===== src/hdl/assert_macros.svh =====
// assertion macros for the rtl controller
`ifndef ASSERT_MACROS_SVH
`define ASSERT_MACROS_SVH

// same-cycle implication, checked out of reset
`define ASSERT_IMPLY(name, ante, cons) \
	name: assert property (@(posedge clk) disable iff (!arst_n) (ante) |-> (cons)) \
		else $error("implication check failed");

// next-cycle implication, checked out of reset
`define ASSERT_NEXT(name, ante, cons) \
	name: assert property (@(posedge clk) disable iff (!arst_n) (ante) |=> (cons)) \
		else $error("next-cycle check failed");

`endif


===== src/hdl/wsr_pkg.sv =====
// shared types and constants for the windowed sinc resampler
package wsr_pkg;

	// operation codes of an input word
	localparam logic [1:0] OP_PUSH   = 2'd0;
	localparam logic [1:0] OP_INTERP = 2'd1;
	localparam logic [1:0] OP_TWRITE = 2'd2;

	// width of the tap number carried in a command (covers up to 64 taps)
	localparam int TAP_NUM_W = 6;

	typedef struct packed {
		logic [1:0]          operation;
		logic signed [15:0]  sample_in;
		logic [10:0]         table_index;
		logic signed [15:0]  table_value;
	} in_word_t;

	typedef struct packed {
		logic signed [15:0]  sample_out;
		logic                clipped;
	} out_word_t;

	// controller to datapath commands
	typedef struct packed {
		logic                 push;
		logic                 twrite;
		logic                 start;
		logic                 issue;
		logic                 finish;
		logic [TAP_NUM_W-1:0] tap;
	} dp_cmd_t;

	// datapath to controller status
	typedef struct packed {
		logic pipe_empty;
		logic out_full;
	} dp_stat_t;

endpackage


===== src/hdl/wsr_ctrl.sv =====
// controller: input handshake, tap sequencing, result hand-off
`include "assert_macros.svh"

module wsr_ctrl #(
	parameter int TAPS = 16
) (
	input  logic              clk,
	input  logic              arst_n,
	input  logic              in_valid,
	output logic              in_ready,
	input  logic [1:0]        op,
	output wsr_pkg::dp_cmd_t  cmd,
	input  wsr_pkg::dp_stat_t stat
);
	import wsr_pkg::*;

	localparam int TW = $clog2(TAPS);

	typedef enum logic [1:0] {
		ST_IDLE,
		ST_RUN,
		ST_DRAIN
	} state_t;

	state_t        state_q;
	logic [TW-1:0] tap_q;
	logic          accept;

	// command decode
	always_comb begin
		in_ready   = (state_q == ST_IDLE);
		accept     = in_valid && in_ready;
		cmd.push   = accept && (op == OP_PUSH);
		cmd.twrite = accept && (op == OP_TWRITE);
		cmd.start  = accept && (op == OP_INTERP);
		cmd.issue  = (state_q == ST_RUN);
		cmd.tap    = TAP_NUM_W'(tap_q);
		cmd.finish = (state_q == ST_DRAIN) && stat.pipe_empty && !stat.out_full;
	end

	// state and tap counter
	always_ff @(posedge clk or negedge arst_n) begin
		if (!arst_n) begin
			state_q <= ST_IDLE;
			tap_q   <= '0;
		end else begin
			case (state_q)
				ST_IDLE: begin
					tap_q <= '0;
					if (cmd.start)
						state_q <= ST_RUN;
				end
				ST_RUN: begin
					if (tap_q == TW'(TAPS - 1)) begin
						tap_q   <= '0;
						state_q <= ST_DRAIN;
					end else begin
						tap_q <= tap_q + TW'(1);
					end
				end
				ST_DRAIN: begin
					if (cmd.finish)
						state_q <= ST_IDLE;
				end
				default: begin
					state_q <= ST_IDLE;
					tap_q   <= '0;
				end
			endcase
		end
	end

	// the tap pipeline is empty whenever a new word can be taken
	`ASSERT_IMPLY(a_idle_pipe_empty, state_q == ST_IDLE, stat.pipe_empty)
	// an interpolation starts at tap zero
	`ASSERT_NEXT(a_start_runs, cmd.start, (state_q == ST_RUN) && (tap_q == '0))
	// the last tap moves the sequencer to drain
	`ASSERT_NEXT(a_last_tap_drains, (state_q == ST_RUN) && (tap_q == TW'(TAPS - 1)),
		state_q == ST_DRAIN)

endmodule


===== config.mk =====
export PLATFORM = sky130hd
export DESIGN_NAME = wsr_ctrl
export DESIGN_NICKNAME = d
export VERILOG_FILES = /design/src/hdl/wsr_pkg.sv /design/src/hdl/wsr_ctrl.sv
export VERILOG_INCLUDE_DIRS = /design/src /design/src/hdl
export SDC_FILE = /design/constraint.sdc
export NUM_CORES = 1
export LEC_CHECK = 0
export ABC_AREA = 1
export BUFFER_PORTS_ARGS = -buffer_cell sky130_fd_sc_hd__buf_4
export CORE_AREA = 5 5 42 44
export CTS_CLUSTER_DIAMETER = 100
export DETAILED_ROUTE_END_ITERATION = 12
export DIE_AREA = 0 0 47 49
export PLACE_DENSITY_LB_ADDON = 0.25
export SLEW_MARGIN = 20
export SYNTH_ARGS = -nofsm -noshare
export SYNTH_HDL_FRONTEND = slang
export SYNTH_SLANG_ARGS = --single-unit

===== constraint.sdc =====
create_clock -name clk -period 2.27 [get_ports clk]
set_input_delay 0.1135 -clock clk [delete_from_list [all_inputs] [get_ports clk]]
set_output_delay 0.1135 -clock clk [all_outputs]
set_load 0.005 [all_outputs]

==> summary.md <==
| Metric | Value |
|---|---|
| Status | `completed` |
| Synthesized area | `346.6 um2` |
| Final worst path period share | `0.5770` |
| Nets | `74` |
| Setup Fix Bufs, Post-CTS | `0` |
| Die height | `around 50 um` |
| Crit path DAT | `1.20 ns` |
| Sequential share of power | `0.371` |
| CTS Hold Bufs | `1` |
| Post-cts sizing count | `0` |
| R2R Setup Slk | `between 1 and 1.5 ns` |
| Gpl congestion | `0.8042` |
| Clock Path Buffers | `2` |
| CP delay by family, top | `flip-flops` |
| Sw Pwr | `between 0.2 and 0.25 mW` |
| Filler instances | `around 150` |
| Drt first pass iters | `2` |
| RR Endpoint | `tap_q[3]$_DFFE_PN0P_` |
| Share of layout cells above drive strength 1 | `0.3906` |
| Num rows | `14` |
| Worst Path Buf+Inv | `1` |
| Critical path launch point | `state_q[1]$_DFFE_PN0P_` |
| Cells after synthesis | `between 40 and 50` |
| Die X-Extent | `~47 um` |
| Routed vias/inst | `around 4.3` |
| Reg2reg start | `tap_q[0]$_DFFE_PN0P_` |
| Starting density of the core | `0.2473` |
| Setup crit end | `cmd[9]` |
| Sw Ratio | `0.3810` |
| GRT Total Usage | `0.07796` |
| Max Transition Viols Final | `0` |
| Post-DR wirelength/cell | `9.988 um` |
| Part of the Yosys area used for sequential elements | `0.4332` |
| Vias in the first global route | `311` |
| Ys Warns | `0` |
| Placed cells | `76` |
| Final Non-Filler Cells | `80` |
| Synth top area cells | `dfrtp_1, nand2_1, o21ai_1` |
| CP endpoint kind | `primary output` |
| CP cell instances | `nor2_2, nand2_1, nor3_1, buf_4` |
| Antenna violations before repair | `0` |
| Worst Reg-to-Reg Cells | `6` |
| CTS buffer count | `3` |
| Fin. Hold Viols | `0` |
| Final WL | `approximately 800 um` |
| Largest net degree at the start of global routing | `7` |
| Final TNS setup | `0 ns` |
| Die area | `2303 um2` |
| DRC viols | `0` |
| Yosys top cell area share | `0.4332` |
| Max Freq | `between 0.7 and 0.8 GHz` |
| Skew-Pair Late Insertion Delay | `0.24 ns` |
| First-pass GRT wire length | `roughly 1300 um` |
| Levels on crit path | `4` |
| Worst Path Class, Setup | `reg -> out` |
| Netlist cell types | `17` |
| Lkg Pwr | `approximately 0.28 nW` |
| Endpoints failing setup | `0` |
| DPL Wire Length | `about 630 um` |
| # Max-Cap Violations | `0` |
| Diodes inserted | `0` |
| Cell taking the most area after synthesis | `dfrtp_1` |
| #FFs+latches synth | `6` |
| Gr ovfl total | `0` |
| Routed via count | `between 300 and 400` |
| Crit start category | `flop` |
| Mean Syn Cell Area | `7.702 um2` |
| Core footprint | `between 1000 and 1500 um2` |
| Max Fanout on Critical Path | `4` |
| Min cycle time layout | `1.310 ns` |
| DRT iter0 DRCs | `3` |
| Post-route setup slack | `about 0.96 ns` |
| Commonest non-fill, non-tap cell in the layout | `buf_4` |
| I/O Pins | `19` |
| Pwr dens | `around 1100 nW/um2` |
| Clock share of power | `0.171` |
| Class of the worst hold path | `in -> reg` |
| Num Clock Sinks | `6` |
| CTS root buf | `clkbuf_4` |
| Area Overhead vs Synth | `46.57%` |
| Int Pwr | `between 0.3 and 0.4 mW` |
| Worst Skew | `between 0.0001 and 0.00015 ns` |
| Port Buffers | `16` |
| Clk pin slew, worst setup/hold paths | `roughly 0.04 ns` |
| Combinational power share | `0.458` |
| Slowest-stage cell, CP | `dfrtp_1` |
| Commonest cells after routing, fill and taps aside | `buf_4, nand2_1, dfrtp_1` |
| WP data required | `about 2.2 ns` |
| Post-DRT Antenna Nets | `0` |
| CTS tree | `yes` |
| Crit-path max cell delay | `~0.42 ns` |
| Peak supply drop | `between 0.5 and 0.6 mV` |
| H-tree lvl count | `1` |
| RSZ-0062 raised after global routing | `false` |
| Placement Setup Slack | `approximately 1.2 ns` |
[sequential cells by signal, indices dropped and copies added, names as in the netlist]
register  flops
state_q       2
tap_q         4
[final cells by class]
class | instances | area [um2] | area share
multi-input combinational | 31 | 158.9 | 0.3128
sequential | 6 | 150.1 | 0.2956
tap | 16 | 20.02 | 0.03941
inverter | 7 | 26.28 | 0.05172
timing repair buffer | 17 | 130.1 | 0.2562
clock buffer | 3 | 22.52 | 0.04433
[cells by family after synthesis]
family                     Yosys count  synth area share
and+or+nand+nor                     22            0.3032
buffers and inverters                9            0.1191
DFF                                  6            0.4332
AOI/OAI and AO/OA                    5           0.07219
xor gates and xnor gates             1           0.02528
adders and majority gates            1           0.03610
other                                1           0.01082
[Yosys cell counts]
cell type and count:
nand4_1 1, dfrtp_1 6, nor2_2 1, ha_1 1, nor3_1 3, nor2_1 1, nand3_1 3, conb_1 1
buf_4 2, o21ai_1 4, inv_2 3, nand2_1 11, nor2_4 1, inv_1 4, xnor2_1 1, nand2_2 1
o21ai_0 1
[power groups by stage]
stage	clock [mW]	sequential, mW	combinational [mW]
after global placement	0	0.211	0.262
final	0.0969	0.210	0.259
after CTS	0.102	0.210	0.265
after detailed placement	0	0.211	0.260
after floorplan	0	0.205	0.141
after global routing	0.113	0.221	0.297
[per-stage QoR]
step                      total power [mW]    util  hold slack [ns]  instance area (um2)
after floorplan                     0.3464       -          -0.1821                350.3
final                               0.5656  0.3625           0.1324                508.0
after global placement              0.4729  0.3393         -0.07143                475.5
after global routing                0.6306  0.3625           0.1560                508.0
after CTS                           0.5766  0.3625           0.1291                508.0
after detailed placement            0.4709  0.3393         -0.07288                475.5
[layer usage]
metal | GRT usage | wire [um] | part of all wire | up-vias
li1 | - | - | - | 178
met1 | 0.09193 | 329 | 0.41 | 149
met2 | 0.1154 | 369 | 0.46 | 15
met3 | 0.06273 | 100 | 0.13 | 0
met4 | 0.004608 | 0 | 0 | 0
met5 | 0 | 0 | 0 | -
[worst reg2reg max path, delay by kind of cell (launching register included)]
| kind | cells | cell delay, ns |
|---|---|---|
| adder cells (fa/ha/maj) | 1 | 0.21 |
| buffers and inverters | 1 | 0.04 |
| flip-flops | 1 | 0.42 |
| AND/OR/NAND/NOR | 4 | 0.33 |
[worst min-delay path by stage]
stage,from,end,slack (ns),cells after the start
final,stat[0],state_q[1]$_DFFE_PN0P_,0.13,3
after global routing,stat[0],state_q[1]$_DFFE_PN0P_,0.16,3
after CTS,stat[0],state_q[1]$_DFFE_PN0P_,0.13,3
after detailed placement,arst_n,tap_q[0]$_DFFE_PN0P_,-0.07,1
after global placement,arst_n,tap_q[0]$_DFFE_PN0P_,-0.07,1
after floorplan,arst_n,state_q[0]$_DFFE_PN0P_,-0.18,0
Note: power is estimated with default switching activity, not from simulation.
